`config.mk`:
```
export PLATFORM = sky130hd
export DESIGN_NAME = tetrahedron_inradius_flat
export DESIGN_NICKNAME = d
export VERILOG_FILES = /design/src/hdl/ti_pkg.sv /design/src/hdl/ti_in_if.sv /design/src/hdl/ti_out_if.sv /design/src/hdl/ti_mul.sv /design/src/hdl/ti_sqrt.sv /design/src/hdl/ti_div.sv /design/src/hdl/tetrahedron_inradius.sv /design/src/flat_wrapper.sv
export SDC_FILE = /design/constraint.sdc
export NUM_CORES = 2
export LEC_CHECK = 0
export ABC_AREA = 1
export ABC_CLOCK_PERIOD_IN_PS = 15700
export BUFFER_PORTS_ARGS = -buffer_cell sky130_fd_sc_hd__buf_2
export CAP_MARGIN = 15
export CORE_MARGIN = 3
export CORE_UTILIZATION = 56
export CTS_CLUSTER_DIAMETER = 50
export CTS_CLUSTER_SIZE = 24
export DETAILED_ROUTE_END_ITERATION = 12
export PLACE_DENSITY = 0.72
export SKIP_LAST_GASP = 1
export SLEW_MARGIN = 20
export SYNTH_ARGS = -nofsm -noshare
export SYNTH_HDL_FRONTEND = slang
export SYNTH_SLANG_ARGS = --single-unit
```
`constraint.sdc`:
```
create_clock -name clk -period 15.7 [get_ports clk]
set_input_delay 3.14 -clock clk [delete_from_list [all_inputs] [get_ports clk]]
set_output_delay 3.14 -clock clk [all_outputs]
set_load 0.005 [all_outputs]
```
`src/hdl/ti_pkg.sv`:
```
package ti_pkg;

  localparam int VOL_W = 48;
  localparam int OUT_W = 32;

  typedef enum logic [3:0] {
    ST_IDLE,
    ST_DIFF,
    ST_MUL_GO,
    ST_MUL_WAIT,
    ST_SQRT_GO,
    ST_SQRT_WAIT,
    ST_DIV_GO,
    ST_DIV_WAIT,
    ST_OUT
  } ti_state_t;

endpackage

```
`src/hdl/ti_in_if.sv`:
```
interface ti_in_if import ti_pkg::*; #(parameter int CW = 24) ();
  logic                 valid;
  logic                 ready;
  logic signed [CW-1:0] corner_x;
  logic signed [CW-1:0] corner_y;
  logic signed [CW-1:0] corner_z;
  logic [VOL_W-1:0]     tet_volume;

  modport source (output valid, corner_x, corner_y, corner_z, tet_volume, input ready);
  modport sink (input valid, corner_x, corner_y, corner_z, tet_volume, output ready);
endinterface

```
`src/hdl/ti_out_if.sv`:
```
interface ti_out_if import ti_pkg::*; ();
  logic             valid;
  logic             ready;
  logic [OUT_W-1:0] inradius;
  logic             degenerate;

  modport source (output valid, inradius, degenerate, input ready);
  modport sink (input valid, inradius, degenerate, output ready);
endinterface

```
`src/hdl/ti_mul.sv`:
```
// Shift-add multiplier, one multiplier bit per cycle.
module ti_mul #(
  parameter int MW = 50
) (
  input  logic            clk,
  input  logic            rst,
  input  logic            start,
  input  logic [MW-1:0]   op_a,
  input  logic [MW-1:0]   op_b,
  output logic            done,
  output logic [2*MW-1:0] prod
);
  localparam int CNT_W = $clog2(MW + 1);

  logic            busy;
  logic [CNT_W-1:0] cnt;
  logic [MW-1:0]   aq;
  logic [MW-1:0]   hi;
  logic [MW-1:0]   lo;
  logic [MW:0]     sum;

  assign sum  = {1'b0, hi} + (lo[0] ? {1'b0, aq} : {(MW+1){1'b0}});
  assign prod = {hi, lo};

  always_ff @(posedge clk) begin
    if (rst) begin
      busy <= 1'b0;
      done <= 1'b0;
      cnt  <= '0;
    end else begin
      done <= 1'b0;
      if (start) begin
        busy <= 1'b1;
        cnt  <= '0;
        aq   <= op_a;
        hi   <= '0;
        lo   <= op_b;
      end else if (busy) begin
        {hi, lo} <= {sum, lo[MW-1:1]};
        cnt      <= cnt + 1'b1;
        if (cnt == CNT_W'(MW - 1)) begin
          busy <= 1'b0;
          done <= 1'b1;
        end
      end
    end
  end
endmodule

```
`src/hdl/ti_sqrt.sv`:
```
// Restoring integer square root, one root bit per cycle.
module ti_sqrt #(
  parameter int RW = 102
) (
  input  logic            clk,
  input  logic            rst,
  input  logic            start,
  input  logic [RW-1:0]   radicand,
  output logic            done,
  output logic [RW/2-1:0] root
);
  localparam int QW    = RW / 2;
  localparam int CNT_W = $clog2(QW + 1);

  logic             busy;
  logic [CNT_W-1:0] cnt;
  logic [RW-1:0]    rad;
  logic [QW+1:0]    rem;
  logic [QW+1:0]    remsh;
  logic [QW+1:0]    trial;
  logic [QW+2:0]    diff;
  logic             ge;

  assign remsh = {rem[QW-1:0], rad[RW-1:RW-2]};
  assign trial = {root, 2'b01};
  assign diff  = {1'b0, remsh} - {1'b0, trial};
  assign ge    = ~diff[QW+2];

  always_ff @(posedge clk) begin
    if (rst) begin
      busy <= 1'b0;
      done <= 1'b0;
      cnt  <= '0;
    end else begin
      done <= 1'b0;
      if (start) begin
        busy <= 1'b1;
        cnt  <= '0;
        rad  <= radicand;
        rem  <= '0;
        root <= '0;
      end else if (busy) begin
        rem  <= ge ? diff[QW+1:0] : remsh;
        root <= {root[QW-2:0], ge};
        rad  <= {rad[RW-3:0], 2'b00};
        cnt  <= cnt + 1'b1;
        if (cnt == CNT_W'(QW - 1)) begin
          busy <= 1'b0;
          done <= 1'b1;
        end
      end
    end
  end
endmodule

```
`src/hdl/ti_div.sv`:
```
// Restoring divider, one quotient bit per cycle.
module ti_div #(
  parameter int NW = 51,
  parameter int DW = 53
) (
  input  logic          clk,
  input  logic          rst,
  input  logic          start,
  input  logic [NW-1:0] dividend,
  input  logic [DW-1:0] divisor,
  output logic          done,
  output logic [NW-1:0] quo
);
  localparam int CNT_W = $clog2(NW + 1);

  logic             busy;
  logic [CNT_W-1:0] cnt;
  logic [DW-1:0]    dvs;
  logic [DW-1:0]    rem;
  logic [DW:0]      rs;
  logic [DW+1:0]    diff;
  logic             ge;

  assign rs   = {rem, quo[NW-1]};
  assign diff = {1'b0, rs} - {2'b00, dvs};
  assign ge   = ~diff[DW+1];

  always_ff @(posedge clk) begin
    if (rst) begin
      busy <= 1'b0;
      done <= 1'b0;
      cnt  <= '0;
    end else begin
      done <= 1'b0;
      if (start) begin
        busy <= 1'b1;
        cnt  <= '0;
        dvs  <= divisor;
        rem  <= '0;
        quo  <= dividend;
      end else if (busy) begin
        rem <= ge ? diff[DW-1:0] : rs[DW-1:0];
        quo <= {quo[NW-2:0], ge};
        cnt <= cnt + 1'b1;
        if (cnt == CNT_W'(NW - 1)) begin
          busy <= 1'b0;
          done <= 1'b1;
        end
      end
    end
  end
endmodule

```
`src/hdl/tetrahedron_inradius.sv`:
```
// Flow: corners are taken only in ST_IDLE, one transfer each; the fourth starts the work,
//   and no new corner is taken until the result has been loaded into the output register.
// Cost: the bit-serial multiplier (nine products per face) dominates, then the serial
//   root and divider.
// Reset (rst, synchronous): corner count, FSM and output valid cleared; data regs not reset.
module tetrahedron_inradius import ti_pkg::*; #(
  parameter int COORD_WIDTH = 24
) (
  input logic  clk,
  input logic  rst,
  ti_in_if.sink    corner,
  ti_out_if.source result
);
  localparam int CW  = COORD_WIDTH;
  localparam int D   = CW + 1;          // coordinate difference
  localparam int MW  = 2 * D;           // multiplier operand
  localparam int CXW = 2 * D + 1;       // cross product component
  localparam int RW  = 4 * D + 2;       // sum of squared components
  localparam int QW  = RW / 2;          // face norm
  localparam int NW  = QW + 2;          // sum of four norms
  localparam int DVW = VOL_W + 3;       // 6 * volume

  function automatic logic [D-1:0] mag_d(input logic signed [D-1:0] v);
    mag_d = v[D-1] ? D'(-v) : D'(v);
  endfunction

  function automatic logic [MW-1:0] mag_c(input logic signed [CXW-1:0] v);
    logic [CXW-1:0] t;
    t = v[CXW-1] ? CXW'(-v) : CXW'(v);
    mag_c = t[MW-1:0];
  endfunction

  ti_state_t state, state_next;

  logic [1:0]           cnt;
  logic signed [CW-1:0] c0x, c0y, c0z, c1x, c1y, c1z, c2x, c2y, c2z, c3x, c3y, c3z;
  logic [VOL_W-1:0]     vol;
  logic signed [CW-1:0] px, py, pz, qx, qy, qz, sx, sy, sz;
  logic signed [D-1:0]  ux, uy, uz, wx, wy, wz;
  logic signed [CXW-1:0] cacc, cx, cy, cz, term;
  logic [RW-1:0]        sqacc;
  logic [NW-1:0]        nsum;
  logic [1:0]           fidx;
  logic [3:0]           step;
  logic [OUT_W-1:0]     res_q;
  logic                 res_deg;
  logic                 out_valid;
  logic [OUT_W-1:0]     out_q;
  logic                 out_deg;

  logic                 acc;
  logic                 out_free;
  logic                 mul_start, mul_done, sqrt_start, sqrt_done, div_start, div_done;
  logic [MW-1:0]        op_a, op_b;
  logic                 sgn;
  logic [2*MW-1:0]      prod;
  logic [QW-1:0]        root;
  logic [DVW-1:0]       quo;
  logic [DVW-1:0]       dividend;

  assign acc       = corner.valid && corner.ready;
  assign out_free  = !out_valid || result.ready;
  assign dividend  = {1'b0, vol, 2'b00} + {2'b00, vol, 1'b0};
  assign term      = prod[CXW-1:0];

  assign result.valid      = out_valid;
  assign result.inradius   = out_q;
  assign result.degenerate = out_deg;

  // face corners: (0,1,2) (0,2,3) (0,1,3) (3,1,2)
  always_comb begin
    px = c0x; py = c0y; pz = c0z;
    qx = c1x; qy = c1y; qz = c1z;
    sx = c2x; sy = c2y; sz = c2z;
    case (fidx)
      2'd1: begin
        qx = c2x; qy = c2y; qz = c2z;
        sx = c3x; sy = c3y; sz = c3z;
      end
      2'd2: begin
        sx = c3x; sy = c3y; sz = c3z;
      end
      2'd3: begin
        px = c3x; py = c3y; pz = c3z;
      end
      default: begin
      end
    endcase
  end

  // product schedule: six cross terms, then three squares
  always_comb begin
    op_a = '0;
    op_b = '0;
    sgn  = 1'b0;
    case (step)
      4'd0: begin
        op_a = MW'(mag_d(uy)); op_b = MW'(mag_d(wz)); sgn = uy[D-1] ^ wz[D-1];
      end
      4'd1: begin
        op_a = MW'(mag_d(uz)); op_b = MW'(mag_d(wy)); sgn = ~(uz[D-1] ^ wy[D-1]);
      end
      4'd2: begin
        op_a = MW'(mag_d(uz)); op_b = MW'(mag_d(wx)); sgn = uz[D-1] ^ wx[D-1];
      end
      4'd3: begin
        op_a = MW'(mag_d(ux)); op_b = MW'(mag_d(wz)); sgn = ~(ux[D-1] ^ wz[D-1]);
      end
      4'd4: begin
        op_a = MW'(mag_d(ux)); op_b = MW'(mag_d(wy)); sgn = ux[D-1] ^ wy[D-1];
      end
      4'd5: begin
        op_a = MW'(mag_d(uy)); op_b = MW'(mag_d(wx)); sgn = ~(uy[D-1] ^ wx[D-1]);
      end
      4'd6: begin
        op_a = mag_c(cx); op_b = mag_c(cx);
      end
      4'd7: begin
        op_a = mag_c(cy); op_b = mag_c(cy);
      end
      4'd8: begin
        op_a = mag_c(cz); op_b = mag_c(cz);
      end
      default: begin
      end
    endcase
  end

  always_ff @(posedge clk) begin
    if (rst) begin
      state <= ST_IDLE;
    end else begin
      state <= state_next;
    end
  end

  always_comb begin
    state_next   = state;
    corner.ready = 1'b0;
    mul_start    = 1'b0;
    sqrt_start   = 1'b0;
    div_start    = 1'b0;
    case (state)
      ST_IDLE: begin
        corner.ready = 1'b1;
        if (corner.valid && cnt == 2'd3) state_next = ST_DIFF;
      end
      ST_DIFF: state_next = ST_MUL_GO;
      ST_MUL_GO: begin
        mul_start  = 1'b1;
        state_next = ST_MUL_WAIT;
      end
      ST_MUL_WAIT: begin
        if (mul_done) state_next = (step == 4'd8) ? ST_SQRT_GO : ST_MUL_GO;
      end
      ST_SQRT_GO: begin
        sqrt_start = 1'b1;
        state_next = ST_SQRT_WAIT;
      end
      ST_SQRT_WAIT: begin
        if (sqrt_done) state_next = (fidx == 2'd3) ? ST_DIV_GO : ST_DIFF;
      end
      ST_DIV_GO: begin
        div_start  = (nsum != '0);
        state_next = (nsum == '0) ? ST_OUT : ST_DIV_WAIT;
      end
      ST_DIV_WAIT: begin
        if (div_done) state_next = ST_OUT;
      end
      ST_OUT: begin
        if (out_free) state_next = ST_IDLE;
      end
      default: state_next = ST_IDLE;
    endcase
  end

  always_ff @(posedge clk) begin
    if (rst) begin
      cnt       <= 2'd0;
      out_valid <= 1'b0;
    end else begin
      // in ST_OUT the output register is reloaded below instead
      if (result.ready && state != ST_OUT) out_valid <= 1'b0;

      if (acc) begin
        cnt <= cnt + 2'd1;
        case (cnt)
          2'd0: begin
            c0x <= corner.corner_x; c0y <= corner.corner_y; c0z <= corner.corner_z;
          end
          2'd1: begin
            c1x <= corner.corner_x; c1y <= corner.corner_y; c1z <= corner.corner_z;
          end
          2'd2: begin
            c2x <= corner.corner_x; c2y <= corner.corner_y; c2z <= corner.corner_z;
          end
          default: begin
            c3x  <= corner.corner_x; c3y <= corner.corner_y; c3z <= corner.corner_z;
            vol  <= corner.tet_volume;
            fidx <= 2'd0;
            nsum <= '0;
          end
        endcase
      end

      case (state)
        ST_DIFF: begin
          ux   <= D'(qx) - D'(px); uy <= D'(qy) - D'(py); uz <= D'(qz) - D'(pz);
          wx   <= D'(sx) - D'(px); wy <= D'(sy) - D'(py); wz <= D'(sz) - D'(pz);
          step <= 4'd0;
        end
        ST_MUL_WAIT: begin
          if (mul_done) begin
            step <= step + 4'd1;
            if (step < 4'd6) begin
              if (!step[0]) begin
                cacc <= sgn ? -term : term;
              end else begin
                case (step)
                  4'd1: cx <= sgn ? cacc - term : cacc + term;
                  4'd3: cy <= sgn ? cacc - term : cacc + term;
                  default: cz <= sgn ? cacc - term : cacc + term;
                endcase
              end
            end else begin
              sqacc <= ((step == 4'd6) ? '0 : sqacc) + RW'(prod);
            end
          end
        end
        ST_SQRT_WAIT: begin
          if (sqrt_done) begin
            nsum <= nsum + NW'(root);
            fidx <= fidx + 2'd1;
          end
        end
        ST_DIV_GO: begin
          // zero total area: flag it and report zero
          if (nsum == '0) begin
            res_q   <= '0;
            res_deg <= 1'b1;
          end
        end
        ST_DIV_WAIT: begin
          if (div_done) begin
            res_q   <= (|quo[DVW-1:OUT_W]) ? {OUT_W{1'b1}} : quo[OUT_W-1:0];
            res_deg <= 1'b0;
          end
        end
        ST_OUT: begin
          if (out_free) begin
            out_valid <= 1'b1;
            out_q     <= res_q;
            out_deg   <= res_deg;
          end
        end
        default: begin
        end
      endcase
    end
  end

  ti_mul #(.MW(MW)) u_mul (
    .clk   (clk),
    .rst   (rst),
    .start (mul_start),
    .op_a  (op_a),
    .op_b  (op_b),
    .done  (mul_done),
    .prod  (prod)
  );

  ti_sqrt #(.RW(RW)) u_sqrt (
    .clk      (clk),
    .rst      (rst),
    .start    (sqrt_start),
    .radicand (sqacc),
    .done     (sqrt_done),
    .root     (root)
  );

  ti_div #(.NW(DVW), .DW(NW)) u_div (
    .clk      (clk),
    .rst      (rst),
    .start    (div_start),
    .dividend (dividend),
    .divisor  (nsum),
    .done     (div_done),
    .quo      (quo)
  );

`ifndef ASSERT_OFF
  a_deg_zero: assert property (@(posedge clk) disable iff (rst)
    result.valid && result.degenerate |-> result.inradius == '0)
    else $error("degenerate result with nonzero radius");

  a_start_on_fourth: assert property (@(posedge clk) disable iff (rst)
    state == ST_IDLE && state_next != ST_IDLE |-> acc && cnt == 2'd3)
    else $error("compute started without fourth corner");

  a_sqrt_done_wait: assert property (@(posedge clk) disable iff (rst)
    sqrt_done |-> state == ST_SQRT_WAIT)
    else $error("root finished outside its wait state");

  a_mul_done_wait: assert property (@(posedge clk) disable iff (rst)
    mul_done |-> state == ST_MUL_WAIT)
    else $error("product finished outside its wait state");
`endif
endmodule

```
`src/flat_wrapper.sv`:
```
// flat-port wrapper written by rule: the top's interface ports become plain ports
module tetrahedron_inradius_flat import ti_pkg::*;
#(
  parameter int COORD_WIDTH = 24
)
  (clk, rst, corner_valid, corner_corner_x, corner_corner_y, corner_corner_z, corner_tet_volume, corner_ready, result_valid, result_inradius, result_degenerate, result_ready);
  ti_in_if #(.CW((24))) corner_i ();
  ti_out_if result_i ();
  input logic clk;
  input logic rst;
  input wire logic [$bits(corner_i.valid)-1:0] corner_valid;
  input wire logic [$bits(corner_i.corner_x)-1:0] corner_corner_x;
  input wire logic [$bits(corner_i.corner_y)-1:0] corner_corner_y;
  input wire logic [$bits(corner_i.corner_z)-1:0] corner_corner_z;
  input wire logic [$bits(corner_i.tet_volume)-1:0] corner_tet_volume;
  output wire logic [$bits(corner_i.ready)-1:0] corner_ready;
  output wire logic [$bits(result_i.valid)-1:0] result_valid;
  output wire logic [$bits(result_i.inradius)-1:0] result_inradius;
  output wire logic [$bits(result_i.degenerate)-1:0] result_degenerate;
  input wire logic [$bits(result_i.ready)-1:0] result_ready;
  assign corner_i.valid = corner_valid;
  assign corner_i.corner_x = corner_corner_x;
  assign corner_i.corner_y = corner_corner_y;
  assign corner_i.corner_z = corner_corner_z;
  assign corner_i.tet_volume = corner_tet_volume;
  assign corner_ready = corner_i.ready;
  assign result_valid = result_i.valid;
  assign result_inradius = result_i.inradius;
  assign result_degenerate = result_i.degenerate;
  assign result_i.ready = result_ready;
  tetrahedron_inradius #(.COORD_WIDTH(COORD_WIDTH)) u_core (.clk(clk), .rst(rst), .corner(corner_i), .result(result_i));
endmodule
```
## Word-level counts from Yosys, hierarchy flattened

Index checks and enable logic that the tools add are counted.
Widths: inputs -> output; s select.

| cells by class | value |
|---|---|
| reduce and logical (&&, ||, !) cells | 50 |
| magnitude comparators | 1 |
| $add $sub $neg | 30 |
| bitwise gates (word level) | 19 |
| mux-type cells | 82 |
| equality and inequality tests | 32 |

Operators with widths:

| cell | number |
|---|---|
| $pmux 50 s6 | 2 |
| $mux 51 | 7 |
| $mux 50 | 7 |
| $mux 53 | 6 |
| $mux 102 | 3 |
| $mux 24 | 9 |
| $mux 25 | 6 |
| $neg 25->25 | 6 |
| $neg 50->50 | 3 |
| $sub 24x24->25 | 6 |
| $add 102x100->102 | 1 |
| $mux 32 | 3 |
| $pmux 32 s2 | 1 |
| $sub 54x53->55 | 1 |
| $sub 53x53->54 | 1 |
| $add 53x51->53 | 1 |
| $logic_not 53->1 | 1 |
| $reduce_bool 53->1 | 1 |
| $add 50x49->51 | 1 |
| $add 50x51->51 | 1 |
| $add 51x51->51 | 1 |
| $neg 51->51 | 1 |
| $sub 51x51->51 | 1 |
| $pmux 4 s9 | 1 |
| other kinds (37) | 143 |

| word-level totals | value |
|---|---|
| word-level logic and storage cells | 266 |
| bits of input ports | 124 |
| register bits | 1459 |
| output and inout bits | 35 |

## Logic depth before layout (Yosys ltp)

| depth | value |
|---|---|
| word-level depth | 6 |
| gate-level depth with buffers | 26 |
| mapped depth without buffers | 24 |

## Modules after synthesis

From an unflattened synthesis, not the netlist that was laid out.

| unflattened totals | value |
|---|---|
| cells, all modules | 15191 |
| area total of the unflattened synthesis | 109084.6 um^2 |

Modules (own cells, without submodules):

| module | area each (um^2) | seq. area each (um^2) | cells each | times used |
|---|---|---|---|---|
| tetrahedron_inradius | 73783.3 | 27676.5 | 10294 | 1 |
| ti_sqrt | 13359.1 | 6286.0 | 1838 | 1 |
| ti_div | 11524.8 | 4874.7 | 1647 | 1 |
| ti_mul | 10417.5 | 4664.5 | 1412 | 1 |

## Worst setup path after synthesis

OpenSTA, ideal clock, no wires.

| timing path | value |
|---|---|
| path kind | input-to-reg |
| start | in rst |
| end | reg u_core.u_sqrt.rad[0], enable pin |
| data arrival time | 12.978 ns |
| buffers on the path | 0 |
| slack | 1.882 ns |
| setup time | 0.840 ns |
| stages on the path | 1 |
| cell sequence | a21oi_1 |

| on the way | value |
|---|---|
| word-level cells in the longest chain between the ends | 2 |

Ends and longest elaborated chain:

| element | RTL line | text |
|---|---|---|
| start, declared | flat_wrapper.sv:10 | `input logic rst;` |
| $not 1->1 (no line) | n/a |  |
| $reduce_and 2->1 (no line) | n/a |  |
| end signal, assigned | ti_sqrt.sv:39 | `rad <= radicand;` |
| end signal, assigned | ti_sqrt.sv:45 | `rad <= {rad[RW-3:0], 2'b00};` |
| end, declared | ti_sqrt.sv:17 | `logic [RW-1:0] rad;` |

No other way between the ends.
A chain may end at the register's enable or synchronous reset.

## Final worst setup path

| timing path | value |
|---|---|
| start | reg u_core.uy[24] |
| end | reg u_core.cy[45] (data pin) |

| on the way | value |
|---|---|
| word-level cells in the longest chain between the ends | 4 |

Ends and longest elaborated chain:

| element | RTL line | text |
|---|---|---|
| start, declared | tetrahedron_inradius.sv:39 | `logic signed [D-1:0] ux, uy, uz, wx, wy, wz;` |
| start signal, assigned | tetrahedron_inradius.sv:208 | `ux <= D'(qx) - D'(px); uy <= D'(qy) - D'(py); uz <= D'(qz) - D'(pz);` |
| $xor 1x1->1 | tetrahedron_inradius.sv:113 | `op_a = MW'(mag_d(uy)); op_b = MW'(mag_d(wx)); sgn = ~(uy[D-1] ^ wx[D-1]);` |
| $not 1->1 | tetrahedron_inradius.sv:113 |  |
| $pmux 1 s6 (*) | tetrahedron_inradius.sv:96 | `case (step)` |
| $mux 51 (*) | tetrahedron_inradius.sv:221 | `4'd3: cy <= sgn ? cacc - term : cacc + term;` |
| end signal, assigned | tetrahedron_inradius.sv:221 |  |
| end, declared | tetrahedron_inradius.sv:40 | `logic signed [CXW-1:0] cacc, cx, cy, cz, term;` |

Mark *: on every way between the ends. The rest lies on a longest branch, timed or not.

==> run metrics <==
status=finished clean; post-layout min period=5.657 ns; Post-Route Skew=~0.043 ns; met2 Track Usage GR=approximately 58%; CP startpoint kind=register; CTS tree=yes; Synth Net Count=around 16k; CTS clk-pin slew, worst paths=around 0.09 ns; Post-route DRC=0; dpl ws=around 9.1 ns; pwr dens=94.78 mW/mm2; Max IR drop VDD=around 130 uV; H-tree Lvls=4; Iter 0 DRT Violations=approximately 13k; Power Total=between 10 and 15 mW; grt met3 use=7.548%; required time of the critical path=16.33 ns; P&R area growth vs syn=9.114%; first-pass GRT wire length=roughly 570,000 um; Slew HR=approximately 21%; Mapped Area=between 0.1 and 0.15 mm2; Max Freq=about 180 MHz; setup repair bufs after CTS=0; overall routing resource usage=between 30% and 40%; GR Overflow Total=0; Seq/Total Area, Yosys=about two fifths; post-synthesis register bit count=1,459; number of global-route vias before repair=just over 90k; Distinct cells, synth=61; P_leak=between 50 and 60 nW; setup TNS=0 ns; row cnt=160; kind of critical path=register to register; vias per inst=5.786; Gate Count Post-Synth=14.86k; synth top area cells=edfxtp_1, nand2_1, inv_1; most numerous cell in the Yosys netlist=nand2_1; Max Cap Viol=0; Fin Hold WS=between 0.4 and 0.5 ns; clk_lat worst skew=0.86 ns; Crit Path Max Fanout=between 50 and 60; CTS max path bufs=3; die height=between 400 and 500 um; WL final=around 390,000 um; RSZ-0062 raised after global routing=false; Setup-failing EPs final=0; TritonCTS Buffers=around 170; initial core utilization=56.47%; DR pass1 iterations=9; Placer Congestion=roughly 1.1; post-synth top area share=39.80%; worst-margin pin slew=1.180 ns; Data arrival, critical path=between 6 and 7 ns; Core ar.=~0.19 mm2; worst setup margin=between 10 and 15 ns; layout cells sized above 1=4.722%; Net count, final=15.71k; DP HPWL=~310,000 um; largest net degree at the start of global routing=103; M1 GR Usage=53.53%; Setup crit end kind=register; routed len/inst=22.13 um; root buf cell=clkbuf_16; Post-CTS Hold Buffers=0; type of the worst min-delay path=register to register; syn_area_per_cell=about 7.3 um2; antenna violations before repair=23; clk sink count=~1.5k; final hold violations=0; EDFF count, synth=roughly 1.4k; die width=roughly 440 um; Port Buf Inserts=approximately 160; die area=just under 0.2 mm2; IO Pins=around 160; FFs w/ async S/R, synth=0%; final slew viol count=0; GRT busiest layer=met2; antenna-violating nets left=0; period utilisation layout=between 30% and 40%; YS warnings=0; ys flop type=edfxtp_1; CTS resizes=0; DR vias=102.2k; commonest cells in the netlist=nand2_1, inv_1, nor2_1; Yosys top cell by area=edfxtp_1
[area by class of cell]
class,instances,area (um2)
diodes,8,20.02
inverters,2123,7974
clock buffers,176,4298
fillers,17780,73230
well taps,2511,3142
flip-flops and latches,1459,43500
multi-input cells,11010,55290
repair buffers,231,1379
clock inverters,138,1957
[layer usage]
metal	routed length, um	up-vias
met4	20700	12
met2	166800	4984
met1	161800	47230
li1	-	49150
met3	41510	803
met5	74	-
[where the power goes]
group	total, mW	internal, mW	switching, mW
clock	4.35	2.33	2.03
combinational	2.14	0.642	1.50
sequential	4.65	4.52	0.132
total	11.1	7.48	3.66
[stage by stage]
| step | instances | util, % | cell area (um2) |
|---|---|---|---|
| final | 17660 | 61.62 | 117600 |
| after global routing | 17650 | 61.61 | 117500 |
| after CTS | 17650 | 61.58 | 117500 |
| after detailed placement | 17340 | 58.30 | 111200 |
| after global placement | 17340 | 58.30 | 111200 |
| after floorplan | 14860 | - | 107700 |
[flip-flops by register name (all words and copies together) (netlist names), 32 cells and up]
name	cells
u_core.cacc	51
u_core.cx	51
u_core.cy	51
u_core.cz	51
u_core.nsum	53
u_core.res_q	32
u_core.result.inradius	32
u_core.sqacc	102
u_core.u_div.dvs	53
u_core.u_div.quo	51
u_core.u_div.rem	53
u_core.u_mul.aq	50
u_core.u_mul.hi	50
u_core.u_mul.lo	50
u_core.u_sqrt.rad	102
u_core.u_sqrt.rem	51
u_core.u_sqrt.root	51
u_core.vol	48
[kinds of logic after synthesis]
family	after synthesis	synth area share [%]
xor+xnor	399	3.244
mux	70	0.7317
simple gates	7793	29.58
compound gates	2164	10.67
flops	1459	40.38
fa+ha+maj	588	6.912
buf+inv	2382	8.491
[placed cells by master, fill, tap and decap left out, types with 171 or more instances in the layout]
| cell | count |
|---|---|
| edfxtp_1 | 1428 |
| o21ai_0 | 934 |
| xor2_1 | 290 |
| nor2_1 | 1766 |
| a21oi_1 | 932 |
| nand3_1 | 968 |
| clkbuf_16 | 171 |
| nand2_1 | 4476 |
| ha_1 | 574 |
| nand4_1 | 206 |
| inv_1 | 2106 |
[path summary, 6_finish.rpt]
path / start / to / slack, ns / cells past startpoint
setup / recovery: u_core.uy[24] / u_core.cy[45] / 10.04 / 22
setup reg to reg: u_core.uy[24] / u_core.cy[45] / 10.04 / 22
hold / removal: u_core.res_q[18] / u_core.result.inradius[18] / 0.42 / 0
hold reg to reg: u_core.res_q[18] / u_core.result.inradius[18] / 0.42 / 0
[critical path: stages, from the launching register on]
cell      delay (ns)
edfxtp_1        0.36
buf_4           0.25
inv_1           0.46
nand2_1         0.10
nand4_1         0.13
nand3_1         0.13
nor2_4          0.69
inv_2           0.59
o21ai_0         0.52
ha_1            0.33
nand3_1         0.09
nand2_1         0.20
a21oi_1         0.27
inv_1           0.16
nand2_1         0.09
nand2_1         0.16
nand2_1         0.11
nand2_1         0.16
nand2_1         0.10
nand3_1         0.15
nand2_1         0.10
inv_1           0.04
nor2_1          0.21
Note: power is estimated with default switching activity, not from simulation.
